$ cat src/rtl/rse_pkg.sv
// Package for the running Shannon entropy block: widths, sequencer codes and types.
// Used by every module in rtl/; depends on nothing.
package rse_pkg;
  localparam int unsigned SymW   = 8;
  localparam int unsigned Symbols = 256;
  localparam int unsigned CntW   = 24;
  localparam int unsigned ExtW   = 12;
  localparam int unsigned FracW  = 16;
  localparam int unsigned EntW   = 20;
  localparam int unsigned SumW   = 48;
  localparam int unsigned LogW   = 5 + FracW;
  localparam int unsigned MantW  = 64;
  localparam int unsigned SqW    = 2 * (MantW - 1);
  localparam int unsigned QuoW   = SumW;

  localparam logic [EntW-1:0] EntMax = '1;
  localparam logic [CntW-1:0] CntMax = '1;

  localparam int unsigned StW = 4;
  localparam logic [StW-1:0] StIdle  = 4'd0;
  localparam logic [StW-1:0] StClear = 4'd1;
  localparam logic [StW-1:0] StRead  = 4'd2;
  localparam logic [StW-1:0] StCheck = 4'd3;
  localparam logic [StW-1:0] StLogF  = 4'd4;
  localparam logic [StW-1:0] StLogNf = 4'd5;
  localparam logic [StW-1:0] StMulF  = 4'd6;
  localparam logic [StW-1:0] StMulNf = 4'd7;
  localparam logic [StW-1:0] StLogN  = 4'd8;
  localparam logic [StW-1:0] StDiv   = 4'd9;
  localparam logic [StW-1:0] StOut   = 4'd10;
  localparam logic [StW-1:0] StWait  = 4'd11;

  localparam logic [1:0] PhLo  = 2'd0;
  localparam logic [1:0] PhMid = 2'd1;
  localparam logic [1:0] PhHi  = 2'd2;

  typedef struct packed {
    logic start;
    logic [CntW-1:0] arg;
  } log_req_t;

  typedef struct packed {
    logic done;
    logic [LogW-1:0] res;
  } log_rsp_t;
endpackage

$ cat src/rtl/rse_div.sv
// Restoring divider, one quotient bit per cycle.
// Depends on rse_pkg.
module rse_div (
  input  logic                      clk_i,
  input  logic                      rst_ni,
  input  logic                      start_i,
  input  logic [rse_pkg::SumW-1:0]  num_i,
  input  logic [rse_pkg::CntW-1:0]  den_i,
  output logic                      done_o,
  output logic [rse_pkg::QuoW-1:0]  quo_o
);
  import rse_pkg::*;

  localparam int unsigned NW = $clog2(SumW + 1);

  logic [SumW-1:0] q_q, q_d;
  logic [CntW:0] rem_q, rem_d;
  logic [CntW-1:0] den_q, den_d;
  logic [NW-1:0] n_q, n_d;
  logic busy_q, busy_d, done_q, done_d;
  logic [CntW:0] trial;

  assign trial = {rem_q[CntW-1:0], q_q[SumW-1]} - {1'b0, den_q};

  always_comb begin
    q_d = q_q; rem_d = rem_q; den_d = den_q; n_d = n_q;
    busy_d = busy_q; done_d = 1'b0;
    if (start_i) begin
      q_d = num_i; rem_d = '0; den_d = den_i; n_d = '0; busy_d = 1'b1;
    end else if (busy_q) begin
      if (!trial[CntW]) begin
        rem_d = trial; q_d = {q_q[SumW-2:0], 1'b1};
      end else begin
        rem_d = {rem_q[CntW-1:0], q_q[SumW-1]}; q_d = {q_q[SumW-2:0], 1'b0};
      end
      n_d = n_q + 1'b1;
      if (n_q == NW'(SumW - 1)) begin
        busy_d = 1'b0; done_d = 1'b1;
      end
    end
  end

  always_ff @(posedge clk_i or negedge rst_ni) begin
    if (!rst_ni) begin
      busy_q <= 1'b0; done_q <= 1'b0; n_q <= '0;
    end else begin
      busy_q <= busy_d; done_q <= done_d; n_q <= n_d;
    end
  end

  always_ff @(posedge clk_i) begin
    q_q <= q_d; rem_q <= rem_d; den_q <= den_d;
  end

  assign done_o = done_q;
  assign quo_o  = q_q;
endmodule

$ cat config.mk
export PLATFORM = sky130hd
export DESIGN_NAME = rse_div
export DESIGN_NICKNAME = d
export VERILOG_FILES = /design/src/rtl/rse_pkg.sv /design/src/rtl/rse_div.sv
export SDC_FILE = /design/constraint.sdc
export NUM_CORES = 1
export LEC_CHECK = 0
export BUFFER_PORTS_ARGS = -buffer_cell sky130_fd_sc_hd__buf_2
export CAP_MARGIN = 20
export CORE_MARGIN = 2
export CORE_UTILIZATION = 50
export CTS_BUF_LIST = sky130_fd_sc_hd__clkbuf_4 sky130_fd_sc_hd__clkbuf_8
export DETAILED_ROUTE_END_ITERATION = 6
export GPL_TIMING_DRIVEN = 0
export PLACE_DENSITY = 0.89
export SYNTH_ARGS = -nofsm -noshare
export SYNTH_HDL_FRONTEND = slang
export SYNTH_SLANG_ARGS = --single-unit
$ cat constraint.sdc
create_clock -name clk_i -period 3.2 [get_ports clk_i]
set_clock_uncertainty 0.1 [all_clocks]
set_input_delay 0.64 -clock clk_i [delete_from_list [all_inputs] [get_ports clk_i]]
set_output_delay 0.64 -clock clk_i [all_outputs]
set_load 0.02 [all_outputs]
==> metrics.yaml <==
outcome:
  outcome: "finished clean"
sta:
  setup_viol: 0
  relSlewSlack: 0.577
  drv_slew: 0
  maxClockFrequency_ghz: 0.317
  worstMarginPinSlew_ps: 635
  period_minus_slack_ps: 3150
  period_share: 0.985
  hold_viol_final: 0
  rsz0062_at_grt: "yes"
cells_and_area:
  nNetsFinal: 719
  antenna_cells: 0
  syn2layout_area_growth_pct: 20.9
  mostFrequentLayoutCells: "123 x buf_2, 72 x edfxtp_1, 49 x mux2_2"
  post-route-util: 0.620
  final_common_cell: "buf_2"
  drive_gt1_frac: 0.360
placement:
  routabilityCongestion: 0.952
  io_buffers: 123
  dp_hpwl_mm: 9.71
detailed_routing:
  totalWireLength_mm: 13.4
  drt-initial-drc-count: 290
  vias_per_cell: 5.72
  ant_nets: 0
  detailedRoute.firstPassIterationCount: 5
  drc: 0
  vias: 4361
  wire_per_inst_um: 17.6
global_route:
  grt_first_pass_wirelength_mm: 21.5
  grt_max_degree: 48
  grt_overflow: 0
  antenna_found_initial: 0
  grt_pass1_vias: 4491
  track_usage: 0.231
clock_network:
  root_buffer: "clkbuf_8"
  cts_buffers: 9
  cts_sinks: 104
  cts_tree: "yes"
  clkTransAtPathRegs_ps: 90
  clk_latency_ps: 380
  h-tree-depth: 3
  cts_buffer_depth: 2
die:
  die_h_um: 109
  ios: 124
  num_rows: 38
  coreArea_mm2: 0.0108
  die_area_mm2: 0.0120
  dieWidth_um: 109
  initial_core_util: 0.513
yosys:
  netlist-cell-type-count: 58
  ys_seq_area_frac: 0.512
  synth_nets: 572
  syn-instance-count: 471
  async_reset_ff_frac: 0.0769
  netlist_area_mm2: 0.00556
  synth-seq-cells: 104
  synth_edf_count: 72
  avgSynthCellArea_um2: 11.8
  synth_flop_cell: "edfxtp_1"
  synth-warning-count: 0
pwr:
  ir_drop_v: 0.000304
  power_mw: 2.88
  leakage_nw: 3.02
  power.density_mw_per_mm2: 429
critical_path:
  end_kind: "flop"
  setup.worst_path.class: "reg -> reg"
  critPathLaunchType: "flop"
  crit_fanout: 8
  cp_data_required_time_ps: 3380
  crit_arrival_ps: 3330
min_path:
  hold_path.class: "in -> reg"
job:
  drv_cap: 0
[kinds of logic (layout without fill, tap and decap cells)]
family                   Yosys count  count (layout)  synth area share
AND/OR/NAND/NOR                  106             106            0.0957
adder cells (fa/ha/maj)           26              26            0.0599
XOR/XNOR                          23              23            0.0363
multiplexers                      69              69             0.135
AO/OA/AOI/OAI                     91              91             0.121
flip-flops                       104             104             0.512
buffers and inverters             52             203            0.0405
[flip-flops by register name, summed over array words and instances (netlist names)]
signal / cells
n_q: 6
den_q: 24
busy_q: 1
quo_o: 48
done_o: 1
rem_q: 24
[per-stage QoR]
step	cell area (µm²)	std cells	hold WS, ps	setup TNS, ps	setup slack [ps]
floorplan	5560	471	244	0	189
global placement	6350	734	361	-40620	-848
detailed placement	6370	735	372	-423	-86.5
CTS	6630	757	324	0	0.477
global route	6720	762	327	-155	-51.5
finish	6720	762	333	0	49.3
[what timing repair did]
item	in CTS	in global routing
setup endpoints to repair	10	21
pin swaps	1	5
hold endpoints to repair	8	0
gates resized for setup	2	11
hold buffers	1	0
setup buffers	6	5
[critical path, cell delays in order (launching register included)]
cell,delay [ps]
dfxtp_1,440
ha_4,240
buf_6,110
a21o_1,180
a21o_1,180
a221o_1,360
or4_4,440
o21ai_4,190
xnor2_2,160
buf_6,190
buf_12,120
mux2i_1,70
a211oi_1,280
[power breakdown]
group          leakage, nW  total, mW  switching, mW  internal (mW)
Combinational         1.89      0.477          0.272          0.205
Clock               0.0891      0.811          0.456          0.355
Sequential            1.04       1.59         0.0469           1.54
[layout make-up]
cell class / count / area (µm²)
fillers: 828 / 4120
flip-flops and latches: 104 / 2840
multi-input cells: 315 / 2540
repair buffers: 136 / 744
well taps: 140 / 175
clock buffers: 9 / 124
inverters: 32 / 120
plain buffers: 20 / 114
clock inverters: 6 / 60.1
[worst paths after layout]
kind / start / to / slack, ps / depth (start not counted)
max: rem_q[16] / rem_q[10] / 50 / 12
min: den_i[18] / den_q[18] / 330 / 1
max in group asynchronous: rst_ni / busy_q / 2300 / 2
min reg2reg: rem_q[7] / rem_q[7] / 410 / 2
min in group asynchronous: rst_ni / done_o / 530 / 2
max reg2reg: rem_q[16] / rem_q[10] / 50 / 12
[synthesized netlist by cell type, drive strengths merged, types with 2 or more instances]
cell | instances | area, µm²
nand3 | 5 | 25.0
xnor2 | 12 | 105
a211oi | 18 | 140
edfxtp | 72 | 2160
nand4 | 6 | 37.5
a21oi | 20 | 100
or3 | 7 | 43.8
and2 | 3 | 18.8
nand3b | 3 | 35.0
a31oi | 3 | 18.8
xor2 | 11 | 96.3
nand2 | 19 | 71.3
nor3b | 2 | 15.0
a21o | 9 | 67.6
o21a | 4 | 30.0
nor3 | 5 | 25.0
ha | 25 | 313
mux2i | 20 | 200
nand2b | 5 | 31.3
dfrtp | 8 | 200
mux2 | 49 | 552
inv | 32 | 120
o21ai | 17 | 96.3
a2111oi | 2 | 23.8
buf | 8 | 60.1
o31ai | 4 | 48.8
clkbuf | 12 | 45.0
nor2 | 41 | 154
a221o | 2 | 20.0
nor2b | 4 | 25.0
dfxtp | 24 | 480
[routing by layer]
layer  wire, µm  part of all wire  GRT usage  vias up
li1           -                 -          -     2025
met1       5100              0.38      0.273     2117
met2       6990              0.52      0.405      190
met3        948             0.071     0.0504       29
met4        379             0.028      0.101        0
met5          0                 0          0        -
(Power assumes the default switching activity.)
