## src/rtl/rse_pkg.sv

```systemverilog
// Package for the running Shannon entropy block: widths, sequencer codes and types.
// Used by every module in rtl/; depends on nothing.
package rse_pkg;
  localparam int unsigned SymW   = 8;
  localparam int unsigned Symbols = 256;
  localparam int unsigned CntW   = 24;
  localparam int unsigned ExtW   = 12;
  localparam int unsigned FracW  = 16;
  localparam int unsigned EntW   = 20;
  localparam int unsigned SumW   = 48;
  localparam int unsigned LogW   = 5 + FracW;
  localparam int unsigned MantW  = 64;
  localparam int unsigned SqW    = 2 * (MantW - 1);
  localparam int unsigned QuoW   = SumW;

  localparam logic [EntW-1:0] EntMax = '1;
  localparam logic [CntW-1:0] CntMax = '1;

  localparam int unsigned StW = 4;
  localparam logic [StW-1:0] StIdle  = 4'd0;
  localparam logic [StW-1:0] StClear = 4'd1;
  localparam logic [StW-1:0] StRead  = 4'd2;
  localparam logic [StW-1:0] StCheck = 4'd3;
  localparam logic [StW-1:0] StLogF  = 4'd4;
  localparam logic [StW-1:0] StLogNf = 4'd5;
  localparam logic [StW-1:0] StMulF  = 4'd6;
  localparam logic [StW-1:0] StMulNf = 4'd7;
  localparam logic [StW-1:0] StLogN  = 4'd8;
  localparam logic [StW-1:0] StDiv   = 4'd9;
  localparam logic [StW-1:0] StOut   = 4'd10;
  localparam logic [StW-1:0] StWait  = 4'd11;

  localparam logic [1:0] PhLo  = 2'd0;
  localparam logic [1:0] PhMid = 2'd1;
  localparam logic [1:0] PhHi  = 2'd2;

  typedef struct packed {
    logic start;
    logic [CntW-1:0] arg;
  } log_req_t;

  typedef struct packed {
    logic done;
    logic [LogW-1:0] res;
  } log_rsp_t;
endpackage

```

## src/rtl/rse_log2.sv

```systemverilog
// Iterative fixed-point log2: each squaring of the mantissa is built from three
// products of a 32-by-32 multiplier. Depends on rse_pkg.
// The argument must be at least one.
module rse_log2 (
  input  logic              clk_i,
  input  logic              rst_ni,
  input  rse_pkg::log_req_t req_i,
  output rse_pkg::log_rsp_t rsp_o
);
  import rse_pkg::*;

  localparam int unsigned CntIdxW = $clog2(FracW + 2);

  logic [MantW-2:0] m_q, m_d;
  logic [FracW:0] r_q, r_d;
  logic [4:0] k_q, k_d;
  logic [CntIdxW-1:0] n_q, n_d;
  logic [1:0] ph_q, ph_d;
  logic busy_q, busy_d, done_q, done_d;
  logic [4:0] k_c;
  logic [31:0] opa, opb;
  logic [63:0] mp;
  logic [SqW-1:0] acc_q, acc_d, sq;
  logic [MantW-1:0] sq_s;

  always_comb begin
    k_c = '0;
    for (int i = 0; i < CntW; i++) begin
      if (req_i.arg[i]) k_c = 5'(i);
    end
  end

  always_comb begin
    case (ph_q)
      PhLo: begin
        opa = m_q[31:0]; opb = m_q[31:0];
      end
      PhMid: begin
        opa = m_q[31:0]; opb = {1'b0, m_q[MantW-2:32]};
      end
      default: begin
        opa = {1'b0, m_q[MantW-2:32]}; opb = {1'b0, m_q[MantW-2:32]};
      end
    endcase
  end

  assign mp   = opa * opb;
  assign sq   = acc_q + (SqW'(mp) << 64);
  assign sq_s = sq[SqW-1 -: MantW];

  always_comb begin
    m_d = m_q; r_d = r_q; k_d = k_q; n_d = n_q; ph_d = ph_q; acc_d = acc_q;
    busy_d = busy_q; done_d = 1'b0;
    if (req_i.start) begin
      k_d = k_c;
      m_d = (MantW-1)'((MantW-1)'(req_i.arg) << (MantW - 2 - k_c));
      r_d = '0; n_d = '0; ph_d = PhLo; busy_d = 1'b1;
    end else if (busy_q) begin
      case (ph_q)
        PhLo: begin
          acc_d = SqW'(mp); ph_d = PhMid;
        end
        PhMid: begin
          // The cross product of the two halves appears twice in the square.
          acc_d = acc_q + (SqW'(mp) << 33); ph_d = PhHi;
        end
        default: begin
          ph_d = PhLo;
          if (sq_s[MantW-1]) begin
            m_d = sq_s[MantW-1:1]; r_d = {r_q[FracW-1:0], 1'b1};
          end else begin
            m_d = sq_s[MantW-2:0]; r_d = {r_q[FracW-1:0], 1'b0};
          end
          n_d = n_q + 1'b1;
          if (n_q == CntIdxW'(FracW)) begin
            busy_d = 1'b0; done_d = 1'b1;
          end
        end
      endcase
    end
  end

  always_ff @(posedge clk_i or negedge rst_ni) begin
    if (!rst_ni) begin
      busy_q <= 1'b0; done_q <= 1'b0; n_q <= '0; ph_q <= PhLo;
    end else begin
      busy_q <= busy_d; done_q <= done_d; n_q <= n_d; ph_q <= ph_d;
    end
  end

  always_ff @(posedge clk_i) begin
    m_q <= m_d; r_q <= r_d; k_q <= k_d; acc_q <= acc_d;
  end

  logic [LogW:0] full;
  assign full = {k_q, r_q} + 1'b1;
  assign rsp_o.done = done_q;
  assign rsp_o.res  = full[LogW:1];
endmodule

```

## config.mk

```make
export PLATFORM = sky130hd
export DESIGN_NAME = rse_log2
export DESIGN_NICKNAME = d
export VERILOG_FILES = /design/src/rtl/rse_pkg.sv /design/src/rtl/rse_log2.sv
export SDC_FILE = /design/constraint.sdc
export NUM_CORES = 2
export LEC_CHECK = 0
export ABC_AREA = 1
export BUFFER_PORTS_ARGS = -buffer_cell sky130_fd_sc_hd__buf_2
export CAP_MARGIN = 10
export CORE_MARGIN = 2
export CORE_UTILIZATION = 60
export CTS_CLUSTER_DIAMETER = 80
export DETAILED_ROUTE_END_ITERATION = 8
export PLACE_DENSITY = 0.76
export SETUP_SLACK_MARGIN = 0.02
export SLEW_MARGIN = 20
export SYNTH_ARGS = -nofsm -noshare
export SYNTH_HDL_FRONTEND = slang
export SYNTH_SLANG_ARGS = --single-unit
```

## constraint.sdc

```tcl
create_clock -name clk_i -period 31 [get_ports clk_i]
set_clock_uncertainty 0.2 [all_clocks]
set_input_delay 4.65 -clock clk_i [delete_from_list [all_inputs] [get_ports clk_i]]
set_output_delay 4.65 -clock clk_i [all_outputs]
set_load 0.005 [all_outputs]
```

==> results.cfg <==
[run_status]
status = completed

[setup_path]
cp.depth = 46
critical_path.top_delay_family = adder cells
slowest_stage = clkinv_1
worst-path-buf-inv = 8
path_class = flop to flop
critPathMaxStageDelay_ns = 0.89
setup.worst_path.start_class = flop
cp_max_fo = 59
r2r_setup_slack_ns = 16.77
r2r_cells = 46
cp-end-kind = flop
cp.required_ns = 31.03
arrival_ns = 14.26

[synthesis]
syn_area_sq_mm = 0.0511
synthTopCellsByArea = fa_1 35%, ha_1 10%, inv_1 9.9%
synthCells = 6666
synthTopCellsByCount = 1347 x inv_1, 1077 x nand2_1, 1021 x nor2_1
seq_area_frac_synth_pct = 10.6
yosysMostFrequentCell = inv_1
avgSynthCellArea_sq_um = 7.67
ys_types = 64
yosysWarnings = 0
syn-num-nets = 8003
ys_ff_latch = 187
synth_edf_count = 161
async_reset_ff_share_pct = 4.81
yosysTopAreaCellShare_pct = 35.2
synthFlopType = edfxtp_1
yosysTopAreaCell = fa_1

[drt]
drtPass1Iterations = 9
antenna_left = 0
vias_per_cell = 5.91
drt_wl_total_mm = 177
drc = 0
wl_per_cell_um = 22.8
vias = 45826
drt_iter0_drc = 5321

[sta]
hold_viol = 0
max-slew-margin-rel_pct = 17.8
drv_slew = 0
min_period_ns = 14.23
finalSetupTns_ns = 0
rsz0062_at_grt = no
max_freq_mhz = 70.3
worst_slew_pin_slew_ns = 1.23
finalCritPeriodShare_pct = 45.9
setup_viol = 0

[clock_tree]
cts_made_buffers = 17
root_buffer = clkbuf_16
cts.path.max_buffers = 2
clock_latency_ns = 0.49
cts_max_level = 4
cts_hold_buf = 0
post_cts_buffers = 0
ctsResizeCount = 0
cts_tree = yes
cts.clk_slew.worst_paths_ns = 0.07
clkSinkCount = 187

[placed_design]
portBuffers = 48
place.gp.congestion = 1.10
dpl.hpwl_mm = 147

[finish]
flow.area_growth_from_synthesis_pct = 4.19
final_nets = 7936
drive_gt1_share_pct = 3.90

[floorplanning]
dieWidth_um = 296
rows = 107
initial_core_util_pct = 60.3
design.portCount = 49
core_area_sq_mm = 0.0847
dieArea_sq_mm = 0.0875
fp.dieH_um = 296

[global_route]
grt_max_degree = 81
use_met3_pct = 9.68
grt_pass1_wl_mm = 268
met2_usage_pct = 62.1
use_met1_pct = 56.1
grt.overflow.total = 0
antenna_found_initial = 2
track_usage_pct = 41.3
grt_pass1_vias = 45087
grt_busiest_layer = met2

[flow_run]
max_cap_viol_count = 0

[worst_hold_path]
hold_path_class = flop to flop
whs_path_depth = 2
==> cells in the final DEF, fill, tap and decap left out, types with 6 or more instances in the layout <==
cell type,count
a21boi_0,8
a21o_1,13
a21oi_1,390
a21oi_2,8
a31oi_1,77
buf_2,48
buf_4,97
clkbuf_16,17
clkinv_1,30
dfrtp_1,8
dfxtp_1,17
edfxtp_1,161
fa_1,898
ha_1,412
inv_1,1343
inv_2,8
nand2_1,1076
nand2_2,14
nand3_1,278
nand4_1,16
nor2_1,1018
nor3_1,54
nor4_1,19
o211ai_1,8
o21a_1,51
o21ai_0,209
o21ai_1,42
o21ai_2,8
o21bai_1,6
o221ai_1,7
o22ai_1,17
o31ai_1,8
or2_2,22
xnor2_1,57
xor2_1,100
==> path summary, 6_finish.rpt <==
| path | from | endpoint |
|---|---|---|
| min | n_q[4]$_DFFE_PN0P_ | n_q[4]$_DFFE_PN0P_ |
| max in group asynchronous | rst_ni | ph_q[1]$_DFFE_PN0P_ |
| min reg2reg | n_q[4]$_DFFE_PN0P_ | n_q[4]$_DFFE_PN0P_ |
| max | ph_q[0]$_DFFE_PN0P_ | m_q[45]$_DFFE_PP_ |
| max reg2reg | ph_q[0]$_DFFE_PN0P_ | m_q[45]$_DFFE_PP_ |
| min in group asynchronous | rst_ni | ph_q[0]$_DFFE_PN0P_ |
==> cells by family (layout without fill, tap and decap cells) <==
logic type                 Yosys count  after routing  synth area share, %
adders and majority gates         1310           1310                 45.3
xor gates and xnor gates           159            159                 2.72
buffers and inverters             1611           1557                 11.9
DFF                                187            187                 10.6
AOI/OAI and AO/OA                  882            882                 9.68
and+or+nand+nor                   2516           2516                 19.8
muxes                                1              1               0.0220
other                                0              2                    0
==> through the flow <==
step,utilization [%],hold WS (ns),instance area [sq um],worst slack [ns],cells
2_1_floorplan,-,0.289,51100,20.83,6666
3_3_place_gp,62.2,0.309,52700,17.22,7724
3_5_place_dp,62.2,0.320,52700,17.15,7724
4_1_cts,62.8,0.334,53200,17.03,7756
5_1_grt,62.8,0.377,53200,16.24,7756
6_report,62.8,0.333,53200,16.77,7758
==> routing by layer <==
metal | up-vias | share of wire [%] | wire (um)
met4 | 0 | 6.1 | 10800
met3 | 478 | 12 | 21200
met2 | 2648 | 43 | 76200
met5 | - | 0 | 0
li1 | 20415 | - | -
met1 | 22285 | 39 | 69000
==> registers in the layout (all words and copies together) (netlist names) <==
register  flops
acc_q        93
n_q           5
r_q          17
k_q           5
ph_q          2
done_q        1
busy_q        1
m_q          63
==> layout make-up <==
cell class              count  area, sq um
fillers                  7589        31500
well taps                1144         1430
clock inverters            15          133
inverters                1380         5180
repair buffers            145          968
multi-input cells        4868        39700
diodes                      2         5.00
clock buffers              17          425
flip-flops and latches    187         5400
==> worst register-to-register path: cells and delay by family (launching register included) <==
kind,cells,cell delay [ns]
simple gates,23,4.29
flops,1,0.39
buf+inv,8,3.00
xor+xnor,1,0.19
fa+ha+maj,10,4.65
compound gates,4,1.26
Power is not shown: default switching activity piles up to over one toggle a cycle in this logic, so the estimate is an artifact.
